--- config.mk ---
export PLATFORM = sky130hd
export DESIGN_NAME = rpn_stack_calculator
export DESIGN_NICKNAME = d
export VERILOG_FILES = /design/src/rtl/rpn_pkg.sv /design/src/rtl/rpn_stack_mem.sv /design/src/rtl/rpn_divider.sv /design/src/rtl/rpn_stack_calculator.sv
export SDC_FILE = /design/constraint.sdc
export NUM_CORES = 2
export LEC_CHECK = 0
export ABC_CLOCK_PERIOD_IN_PS = 22500
export BUFFER_PORTS_ARGS = -buffer_cell sky130_fd_sc_hd__buf_4
export CAP_MARGIN = 0
export CORE_UTILIZATION = 60
export CTS_BUF_LIST = sky130_fd_sc_hd__clkbuf_8 sky130_fd_sc_hd__clkbuf_16
export DETAILED_ROUTE_END_ITERATION = 8
export PLACE_DENSITY = 0.76
export SETUP_SLACK_MARGIN = 0.3
export SLEW_MARGIN = 15
export SYNTH_ARGS = -nofsm -noshare
export SYNTH_HDL_FRONTEND = slang
export SYNTH_HIERARCHICAL = 1
export SYNTH_SLANG_ARGS = --single-unit
export TNS_END_PERCENT = 1
--- constraint.sdc ---
create_clock -name clk -period 22.5 [get_ports clk]
set_input_delay 1.125 -clock clk [delete_from_list [all_inputs] [get_ports clk]]
set_output_delay 1.125 -clock clk [all_outputs]
set_load 0.005 [all_outputs]
--- src/rtl/rpn_pkg.sv ---
// Shared constants, types and command/status codes for the RPN stack calculator.
// No dependencies; imported by the stack memory, divider and top level.
package rpn_pkg;

  localparam int DATA_W              = 32;
  localparam int FUNC_W              = 3;
  localparam int STATUS_W            = 3;
  localparam int DEPTH_OUT_W         = 5;
  localparam int DEFAULT_STACK_DEPTH = 16;

  typedef logic signed [DATA_W-1:0]   data_t;
  typedef logic        [DATA_W-1:0]   mag_t;
  typedef logic        [FUNC_W-1:0]   func_t;
  typedef logic        [STATUS_W-1:0] status_t;

  // Command codes
  localparam func_t FN_PUSH = 3'd0;
  localparam func_t FN_ADD  = 3'd1;
  localparam func_t FN_SUB  = 3'd2;
  localparam func_t FN_MUL  = 3'd3;
  localparam func_t FN_DIV  = 3'd4;
  localparam func_t FN_CLR  = 3'd5;
  localparam func_t FN_READ = 3'd6;

  // Status codes
  localparam status_t ST_OK    = 3'd0;
  localparam status_t ST_UNDER = 3'd1;
  localparam status_t ST_FULL  = 3'd2;
  localparam status_t ST_DIVZ  = 3'd3;
  localparam status_t ST_SAT   = 3'd4;

  // Saturation bounds
  localparam data_t SAT_MAX = 32'sh7FFF_FFFF;
  localparam data_t SAT_MIN = 32'sh8000_0000;

endpackage

--- src/rtl/rpn_stack_mem.sv ---
// Stack storage: one write port and one read port, registered read data.
// Depends on rpn_pkg for the data type.
module rpn_stack_mem
  import rpn_pkg::*;
#(
  parameter int DEPTH  = DEFAULT_STACK_DEPTH,
  parameter int ADDR_W = $clog2(DEPTH)
) (
  input  logic              clk,
  input  logic              wr_en,
  input  logic [ADDR_W-1:0] wr_addr,
  input  data_t             wr_data,
  input  logic [ADDR_W-1:0] rd_addr,
  output data_t             rd_data
);

  data_t mem [DEPTH];

  // Write the addressed entry
  always_ff @(posedge clk) begin
    if (wr_en) begin
      mem[wr_addr] <= wr_data;
    end
  end

  // Register the read data
  always_ff @(posedge clk) begin
    rd_data <= mem[rd_addr];
  end

endmodule

--- src/rtl/rpn_divider.sv ---
// Restoring divider on unsigned magnitudes, one quotient bit per cycle.
// Depends on rpn_pkg for the data width and magnitude type.
module rpn_divider
  import rpn_pkg::*;
(
  input  logic clk,
  input  logic rst,
  input  logic start,
  input  mag_t dividend,
  input  mag_t divisor,
  output logic done,
  output mag_t quotient
);

  localparam int STEP_W = $clog2(DATA_W);

  logic              busy;
  logic [STEP_W-1:0] step;
  mag_t              rem;
  mag_t              quo;
  mag_t              dvsr;
  logic [DATA_W:0]   shifted;
  logic [DATA_W:0]   diff;

  // Shift in the next dividend bit and trial-subtract the divisor
  always_comb begin
    shifted = {rem, quo[DATA_W-1]};
    diff    = shifted - {1'b0, dvsr};
  end

  // Control: run one step per cycle, pulse done after the last one
  always_ff @(posedge clk) begin
    if (rst) begin
      busy <= 1'b0;
      done <= 1'b0;
      step <= '0;
    end else begin
      done <= 1'b0;
      if (start) begin
        busy <= 1'b1;
        step <= '0;
      end else if (busy) begin
        step <= step + STEP_W'(1);
        if (step == STEP_W'(DATA_W - 1)) begin
          busy <= 1'b0;
          done <= 1'b1;
        end
      end
    end
  end

  // Datapath: partial remainder and quotient shift register
  always_ff @(posedge clk) begin
    if (start) begin
      rem  <= '0;
      quo  <= dividend;
      dvsr <= divisor;
    end else if (busy) begin
      if (!diff[DATA_W]) begin
        rem <= diff[DATA_W-1:0];
        quo <= {quo[DATA_W-2:0], 1'b1};
      end else begin
        rem <= shifted[DATA_W-1:0];
        quo <= {quo[DATA_W-2:0], 1'b0};
      end
    end
  end

  assign quotient = quo;

endmodule

--- src/rtl/rpn_stack_calculator.sv ---
// RPN stack calculator on signed 32-bit integers, stack held in a synchronous RAM.
// Push, add, subtract, read and invalid commands pass through the execute and done states;
// multiply and clear also pass through S_MUL or S_CLR, divide waits in S_DIV on the 32-step divider.
// One transaction in flight; the next input can be taken in the same cycle that the result becomes valid.
// Reset (synchronous, active high) empties the stack; RAM contents are not cleared.
// Uses rpn_pkg, rpn_stack_mem and rpn_divider.
module rpn_stack_calculator
  import rpn_pkg::*;
#(
  parameter int STACK_DEPTH = DEFAULT_STACK_DEPTH
) (
  input  logic                   clk,
  input  logic                   rst,
  input  logic                   in_valid,
  output logic                   in_ready,
  input  func_t                  func,
  input  data_t                  operand,
  output logic                   out_valid,
  input  logic                   out_ready,
  output data_t                  top_value,
  output logic [DEPTH_OUT_W-1:0] stack_depth,
  output status_t                status
);

  localparam int ADDR_W = $clog2(STACK_DEPTH);
  localparam int CNT_W  = $clog2(STACK_DEPTH + 1);

  localparam logic [2:0] S_IDLE = 3'd0;
  localparam logic [2:0] S_EXEC = 3'd1;
  localparam logic [2:0] S_MUL  = 3'd2;
  localparam logic [2:0] S_DIV  = 3'd3;
  localparam logic [2:0] S_CLR  = 3'd4;
  localparam logic [2:0] S_DONE = 3'd5;

  logic [2:0]       state;
  func_t            func_q;
  data_t            operand_q;
  logic [CNT_W-1:0] count;
  data_t            top;
  status_t          status_q;
  logic             div_neg;
  logic signed [2*DATA_W-1:0] prod;

  logic [CNT_W-1:0] cnt_m1;
  logic [CNT_W-1:0] cnt_m2;
  logic             full;
  logic             under;

  logic              wr_en;
  logic [ADDR_W-1:0] wr_addr;
  data_t             wr_data;
  data_t             left;
  data_t             right;

  logic signed [DATA_W:0] sum_ext;
  logic                   sum_ovf;
  data_t                  sum_res;
  logic                   mul_ovf;
  data_t                  mul_res;

  logic div_start;
  logic div_done;
  mag_t div_q;
  mag_t left_mag;
  mag_t right_mag;
  logic div_ovf;
  data_t div_res;

  logic [CNT_W+DEPTH_OUT_W-1:0] cnt_ext;

  // Stack pointers and occupancy checks
  assign cnt_m1 = count - CNT_W'(1);
  assign cnt_m2 = count - CNT_W'(2);
  assign full   = (count == CNT_W'(STACK_DEPTH));
  assign under  = (count < CNT_W'(2));
  assign right  = top;
  assign in_ready = (state == S_IDLE);

  rpn_stack_mem #(
    .DEPTH  (STACK_DEPTH),
    .ADDR_W (ADDR_W)
  ) u_mem (
    .clk     (clk),
    .wr_en   (wr_en),
    .wr_addr (wr_addr),
    .wr_data (wr_data),
    .rd_addr (cnt_m2[ADDR_W-1:0]),
    .rd_data (left)
  );

  // Add/subtract with saturation
  always_comb begin
    if (func_q == FN_SUB) begin
      sum_ext = {left[DATA_W-1], left} - {right[DATA_W-1], right};
    end else begin
      sum_ext = {left[DATA_W-1], left} + {right[DATA_W-1], right};
    end
    sum_ovf = (sum_ext[DATA_W] != sum_ext[DATA_W-1]);
    sum_res = sum_ovf ? (sum_ext[DATA_W] ? SAT_MIN : SAT_MAX) : sum_ext[DATA_W-1:0];
  end

  // Saturate the registered product
  always_comb begin
    mul_ovf = !((&prod[2*DATA_W-1:DATA_W-1]) || !(|prod[2*DATA_W-1:DATA_W-1]));
    mul_res = mul_ovf ? (prod[2*DATA_W-1] ? SAT_MIN : SAT_MAX) : prod[DATA_W-1:0];
  end

  // Divider operands as magnitudes; apply the sign to the quotient
  always_comb begin
    left_mag  = left[DATA_W-1]  ? (~left + DATA_W'(1))  : left;
    right_mag = right[DATA_W-1] ? (~right + DATA_W'(1)) : right;
    div_start = (state == S_EXEC) && (func_q == FN_DIV) && !under && (right != '0);
    div_ovf   = !div_neg && div_q[DATA_W-1];
    if (div_ovf) begin
      div_res = SAT_MAX;
    end else if (div_neg) begin
      div_res = ~div_q + DATA_W'(1);
    end else begin
      div_res = div_q;
    end
  end

  rpn_divider u_div (
    .clk      (clk),
    .rst      (rst),
    .start    (div_start),
    .dividend (left_mag),
    .divisor  (right_mag),
    .done     (div_done),
    .quotient (div_q)
  );

  // Write port: push, operation results and clearing zeros
  always_comb begin
    wr_en   = 1'b0;
    wr_addr = cnt_m2[ADDR_W-1:0];
    wr_data = sum_res;
    case (state)
      S_EXEC: begin
        if (func_q == FN_PUSH && !full) begin
          wr_en   = 1'b1;
          wr_addr = count[ADDR_W-1:0];
          wr_data = operand_q;
        end else if ((func_q == FN_ADD || func_q == FN_SUB) && !under) begin
          wr_en   = 1'b1;
        end else if (func_q == FN_CLR && !under) begin
          wr_en   = 1'b1;
          wr_data = '0;
        end
      end
      S_MUL: begin
        wr_en   = 1'b1;
        wr_data = mul_res;
      end
      S_DIV: begin
        wr_en   = div_done;
        wr_data = div_res;
      end
      S_CLR: begin
        wr_en   = 1'b1;
        wr_addr = cnt_m1[ADDR_W-1:0];
        wr_data = '0;
      end
      default: begin
        wr_en = 1'b0;
      end
    endcase
  end

  // Sequencer: accept, execute, wait on multi-cycle units, deliver result
  always_ff @(posedge clk) begin
    if (rst) begin
      state     <= S_IDLE;
      count     <= '0;
      out_valid <= 1'b0;
    end else begin
      if (out_valid && out_ready && (state != S_DONE)) begin
        out_valid <= 1'b0;
      end
      case (state)
        S_IDLE: begin
          if (in_valid) begin
            state <= S_EXEC;
          end
        end
        S_EXEC: begin
          state <= S_DONE;
          case (func_q)
            FN_PUSH: begin
              if (!full) begin
                count <= count + CNT_W'(1);
              end
            end
            FN_ADD, FN_SUB: begin
              if (!under) begin
                count <= cnt_m1;
              end
            end
            FN_MUL: begin
              if (!under) begin
                state <= S_MUL;
              end
            end
            FN_DIV: begin
              if (div_start) begin
                state <= S_DIV;
              end
            end
            FN_CLR: begin
              if (!under) begin
                state <= S_CLR;
              end
            end
            default: begin
              state <= S_DONE;
            end
          endcase
        end
        S_MUL: begin
          count <= cnt_m1;
          state <= S_DONE;
        end
        S_DIV: begin
          if (div_done) begin
            count <= cnt_m1;
            state <= S_DONE;
          end
        end
        S_CLR: begin
          state <= S_DONE;
        end
        S_DONE: begin
          if (!out_valid || out_ready) begin
            out_valid <= 1'b1;
            state     <= S_IDLE;
          end
        end
        default: begin
          state <= S_IDLE;
        end
      endcase
    end
  end

  // Payload registers: command, cached top of stack, status
  always_ff @(posedge clk) begin
    case (state)
      S_IDLE: begin
        func_q    <= func;
        operand_q <= operand;
        status_q  <= ST_OK;
      end
      S_EXEC: begin
        case (func_q)
          FN_PUSH: begin
            if (full) begin
              status_q <= ST_FULL;
            end else begin
              top <= operand_q;
            end
          end
          FN_ADD, FN_SUB: begin
            if (under) begin
              status_q <= ST_UNDER;
            end else begin
              top      <= sum_res;
              status_q <= sum_ovf ? ST_SAT : ST_OK;
            end
          end
          FN_MUL: begin
            if (under) begin
              status_q <= ST_UNDER;
            end
            prod <= left * right;
          end
          FN_DIV: begin
            if (under) begin
              status_q <= ST_UNDER;
            end else if (right == '0) begin
              status_q <= ST_DIVZ;
            end
            div_neg <= left[DATA_W-1] ^ right[DATA_W-1];
          end
          FN_CLR: begin
            if (under) begin
              status_q <= ST_UNDER;
            end else begin
              top <= '0;
            end
          end
          FN_READ: begin
            status_q <= (count == '0) ? ST_UNDER : ST_OK;
          end
          default: begin
            status_q <= ST_OK;
          end
        endcase
      end
      S_MUL: begin
        top      <= mul_res;
        status_q <= mul_ovf ? ST_SAT : ST_OK;
      end
      S_DIV: begin
        if (div_done) begin
          top      <= div_res;
          status_q <= div_ovf ? ST_SAT : ST_OK;
        end
      end
      default: begin
        status_q <= status_q;
      end
    endcase
  end

  // Output register: load the finished transaction
  assign cnt_ext = {{DEPTH_OUT_W{1'b0}}, count};

  always_ff @(posedge clk) begin
    if (state == S_DONE && (!out_valid || out_ready)) begin
      top_value   <= (count == '0) ? data_t'(0) : top;
      stack_depth <= cnt_ext[DEPTH_OUT_W-1:0];
      status      <= status_q;
    end
  end

endmodule
[Yosys cells after proc, flatten, opt, wreduce, memory -nomap -nowiden]
Memories as Yosys holds them, arrays and structs flattened. A register that Yosys moved wholly into a read port is not among the register bits.
Index checks and enable logic that the tools add are counted.
Operators by class
  multiplexer cells: 63
  order comparisons: 1
  add/sub/neg operators: 10
  $mul: 1
  reduce and logical (&&, ||, !) cells: 39
  eq/ne operators: 26
  bitwise operators: 5
Operators by type and width (count)
  $mux W32: 17
  $pmux W32 S3: 2
  $pmux W32 S4: 1
  $not A32 Y32: 3
  $add A32 B2 Y32 const B: 2
  $mul A32 B32 Y64: 1
  $mux W3: 14
  $add A32 B32 Y33: 1
  $mux W33: 1
  $reduce_and A33 Y1: 1
  $reduce_or A33 Y1: 1
  $sub A32 B32 Y33: 1
  $sub A33 B32 Y33: 1
  $add A32 B1 Y32 const B: 1
  $logic_not A32 Y1: 1
  $reduce_bool A32 Y1: 1
  $mux W31: 1
  $pmux W3 S5: 2
  $ne A3 B3 Y1 const B: 6
  $eq A3 B3 Y1 const B: 5
  $mux W1: 15
  $mux W5: 3
  $pmux W5 S3: 1
  $eq A3 B2 Y1 const B: 4
  34 further kinds: 59
Storage, ports and cells
  memory bits (writable): 512
  output and inout bits: 42
  memories kept: 1
  input port bits: 39
  logic and storage cells: 165
  flip-flop bits (word level): 287
Memory list
  u_mem.mem: words 16, width 32, read ports 1, clocked after Yosys merged registers in 1, write ports 1, line rpn_stack_mem.sv:17  | data_t mem [DEPTH];

[Longest topological paths before layout]
  word-level depth: 9
  gate-level depth with buffers: 31
  mapped depth without buffers: 27

[Cells and area by module]
Netlist, hierarchy kept.
Modules (own cells, without submodules)
  rpn_stack_calculator: times used 1, cells each 5118, area each 48382.7 sq um, seq. area each 5435.2 sq um
  rpn_stack_mem: times used 1, cells each 838, area each 19835.3 sq um, seq. area each 16015.4 sq um
  rpn_divider: times used 1, cells each 575, area each 5990.7 sq um, seq. area each 2702.6 sq um

[Worst setup path before layout]
Ideal clock, no wire load.
  path type: reg-to-reg
  start: register u_mem.rd_data[31], read port of u_mem.mem
  end: register prod[62], data pin
  library setup time: 262 ps
  setup slack: 13889 ps
  stages on the path, launching flop included: 30
  data required time: 22238 ps
  arrival time: 8349 ps
  path buffers: 4
  cells stage by stage: dfxtp_1 -> clkbuf_1 -> clkbuf_1 -> clkbuf_1 -> nand2_1 -> inv_1 -> fa_1 -> fa_1 -> fa_1 -> inv_1 -> fa_1 -> inv_1 -> fa_1 -> inv_1 -> fa_1 -> fa_1 -> fa_1 -> inv_1 -> ha_1 -> clkbuf_1 -> a21o_1 -> a21o_1 -> a21oi_1 -> nor2_1 -> a311oi_1 -> a31oi_1 -> o41ai_1 -> o21ai_0 -> a211oi_1 -> xnor2_1
Between the ends
  word-level cells in the longest chain between the ends: 1
RTL lines
  start, declared: line rpn_stack_mem.sv:14  | output data_t rd_data
  $mul A32 B32 Y64: line rpn_stack_calculator.sv:274  | prod <= left * right;
  end signal, assigned: line rpn_stack_calculator.sv:274
  end, declared: line rpn_stack_calculator.sv:42  | logic signed [2*DATA_W-1:0] prod;
No other way between the ends.
A chain may end at the register's enable or synchronous reset.

[Final worst setup path]
Same ends and word-level chain as after synthesis.

==> results_dict.tcl <==
set metrics [dict create \
    finalClockSkew_ns 0.03765 \
    drt_pass1_iterations 6 \
    rsz0062_at_grt "false" \
    drt_iter0_drc 5426 \
    drive_above_1_share_pct 9.293 \
    fin_setup_tns_ns 0 \
    worstPathRequired_ns 22.94 \
    post_cts_resize_count 0 \
    route.detailed.drc 0 \
    vias 50348 \
    final_nets 7838 \
    yosysSeqAreaShare_pct 32.55 \
    clk_pin_slew_ns 0.06 \
    ys_ff_latch 831 \
    grt_max_degree 108 \
    die_w_microns 353.7 \
    cts_max_level 3 \
    place_ws_ns 12.95 \
    core_area_sq_um 122200 \
    cts_setup_buffers 0 \
    die_h_microns 353.7 \
    ff2ff_path_depth 26 \
    mostFrequentLayoutCell "fa_1" \
    post_drt_via_cell_ratio 6.178 \
    drt_wl_total_microns 200400 \
    reg2reg_slack_ns 12.89 \
    layout_common_cells "fa_1 (1084), inv_1 (1048), edfxtp_1 (751), nand2_1 (730), and2_1 (508)" \
    wire_per_inst_microns 24.59 \
    finalWorstSetupSlack_ns 12.89 \
    synth_nets 7918 \
    grt_util_all_layers_pct 32.99 \
    num_rows 128 \
    whs_endpoint "status[1]$_DFFE_PP_" \
    cp.arrival_ns 10.06 \
    fin_crit_sh_pct 42.73 \
    yosysWarnings 6 \
    grt_pass1_wl_microns 311600 \
    drtAntennaViolNets 0 \
    cts_buffer_depth 3 \
    synthArstFlopShare_pct 0 \
    fillers 9068 \
    ys.flop_type "edfxtp_1" \
    syn_inst 6531 \
    io_buffers 80 \
    gr-total-overflow 0 \
    period_needed_ns 9.615 \
    syn_area_sq_um 74210 \
    fmax_ghz 0.1040 \
    slew_viol_final 0 \
    clk_latency_ns 0.70 \
    hold_depth 0 \
    synth.distinct_cells 92 \
    path_max_fanout 65 \
    start_util_pct 60.73 \
    critPathCaptureType "flip-flop" \
    cts_buffers 83 \
    cp-start-kind "flip-flop" \
    cts_tree "built" \
    timing.rr.end "prod[62]$_DFFE_PP_" \
    finalHoldViolCount 0 \
    drv_cap 0 \
    postCtsHoldBufs 0 \
    grt_pass1_vias 52825 \
    ios 81 \
    hpwl_microns 138700 \
    die_area_sq_um 125100 \
    post_synth.cell_area_avg_sq_um 11.36 \
    gp_congestion 0.9849 \
    clock-root-buffer "clkbuf_16" \
    relSlewSlack_pct 21.96 \
    r2r-start "u_mem/rd_data[31]$_DFF_P_" \
    hold_start "status_q[1]$_DFFE_PP_" \
    outcome "complete, no violations" \
    hold_class "reg2reg" \
    clock-sinks 831 \
    synth_edf_count 751 \
    crit_type "reg2reg" \
    antenna_found_initial 7 \
    setup_violations 0 \
    worstMarginPinSlew_ns 1.165 \
    area_delta_synth_final_pct 7.016 \
]
## cells by family after synthesis
| group | share of synthesized area, % |
|---|---|
| compound gates | 6.830 |
| mux | 4.627 |
| xor+xnor | 3.080 |
| flops | 32.55 |
| simple gates | 11.94 |
| buf+inv | 7.284 |
| fa+ha+maj | 33.69 |
## per-layer routing
metal  global-route usage, %  vias up  share of wire, %
met4                   14.10        0               4.7
met1                   44.86    25832                38
met2                   52.13     2818                47
li1                        -    21163                 -
met5                       0        -                 0
met3                   6.552      535                11
## flip-flops by register name (all words and copies together) (netlist names), 5 cells and up
signal	flops
u_div/dvsr	32
u_div/quotient	32
prod	64
u_mem/rd_data	32
u_div/step	5
top_value	32
count	5
right	32
u_mem/mem	512
operand_q	32
stack_depth	5
u_div/rem	32
## per-stage QoR
step | instance area [sq um] | util (%) | hold WS (ns) | std cells
floorplan | 74210 | - | 0.4003 | 6531
global placement | 76550 | 62.65 | 0.4134 | 7990
detailed placement | 76550 | 62.65 | 0.4071 | 7990
CTS | 79390 | 64.97 | 0.4222 | 8145
global route | 79410 | 64.99 | 0.4322 | 8147
finish | 79410 | 64.99 | 0.4228 | 8149
## area by class of cell
type	instances	area [sq um]	area share, %
clock inverters	62	618.1	0.7783
diodes	3	7.507	0.009453
multi-input cells	4284	44860	56.48
clock buffers	93	2215	2.789
inverters	1034	3884	4.890
flip-flops and latches	831	24160	30.42
well taps	1625	2033	2.560
repair buffers	217	1642	2.067
## worst max path at each step
stage                         startpoint                  to  slack [ns]  depth (start not counted)
4_1_cts        u_mem/rd_data[31]$_DFF_P_  prod[62]$_DFFE_PP_       12.94                         26
3_3_place_gp   u_mem/rd_data[31]$_DFF_P_  prod[62]$_DFFE_PP_       13.19                         26
6_report       u_mem/rd_data[31]$_DFF_P_  prod[62]$_DFFE_PP_       12.89                         26
2_1_floorplan  u_mem/rd_data[31]$_DFF_P_  prod[62]$_DFFE_PP_       13.89                         29
3_5_place_dp   u_mem/rd_data[31]$_DFF_P_  prod[62]$_DFFE_PP_       12.95                         26
5_1_grt        u_mem/rd_data[31]$_DFF_P_  prod[62]$_DFFE_PP_       12.37                         26
## worst max-delay path, stage by stage, from the launching register on
cell	delay [ns]
dfxtp_2	0.31
buf_4	0.56
inv_1	0.27
nor2_1	0.25
ha_1	0.35
fa_1	0.56
fa_1	0.98
inv_1	0.15
fa_1	0.58
inv_1	0.06
fa_1	0.51
inv_1	0.06
fa_1	0.55
fa_1	0.42
fa_1	0.48
inv_1	0.04
ha_1	0.38
a21o_1	0.23
a21o_1	0.18
a21oi_1	0.21
nor2_1	0.07
a311oi_1	0.32
a31oi_1	0.20
o41ai_1	0.78
o21ai_0	0.36
a211oi_1	0.35
xnor2_1	0.10
## cells in the mapped netlist, types with 80 or more instances
cell type,n,area [sq um]
edfxtp_1,751,22550
nor2_1,169,634.4
ha_1,264,3303
dfxtp_1,80,1602
xnor2_1,167,1463
o21ai_0,131,655.6
nand2_1,730,2740
fa_1,1084,21700
clkbuf_1,310,1164
and2_1,508,3178
mux4_2,128,2883
xor2_1,89,779.5
a21oi_1,159,795.8
inv_1,1032,3874
Power is left out: the tool's default activity adds up to more than one toggle a clock period on the data nets, which glitch-free logic cannot reach.
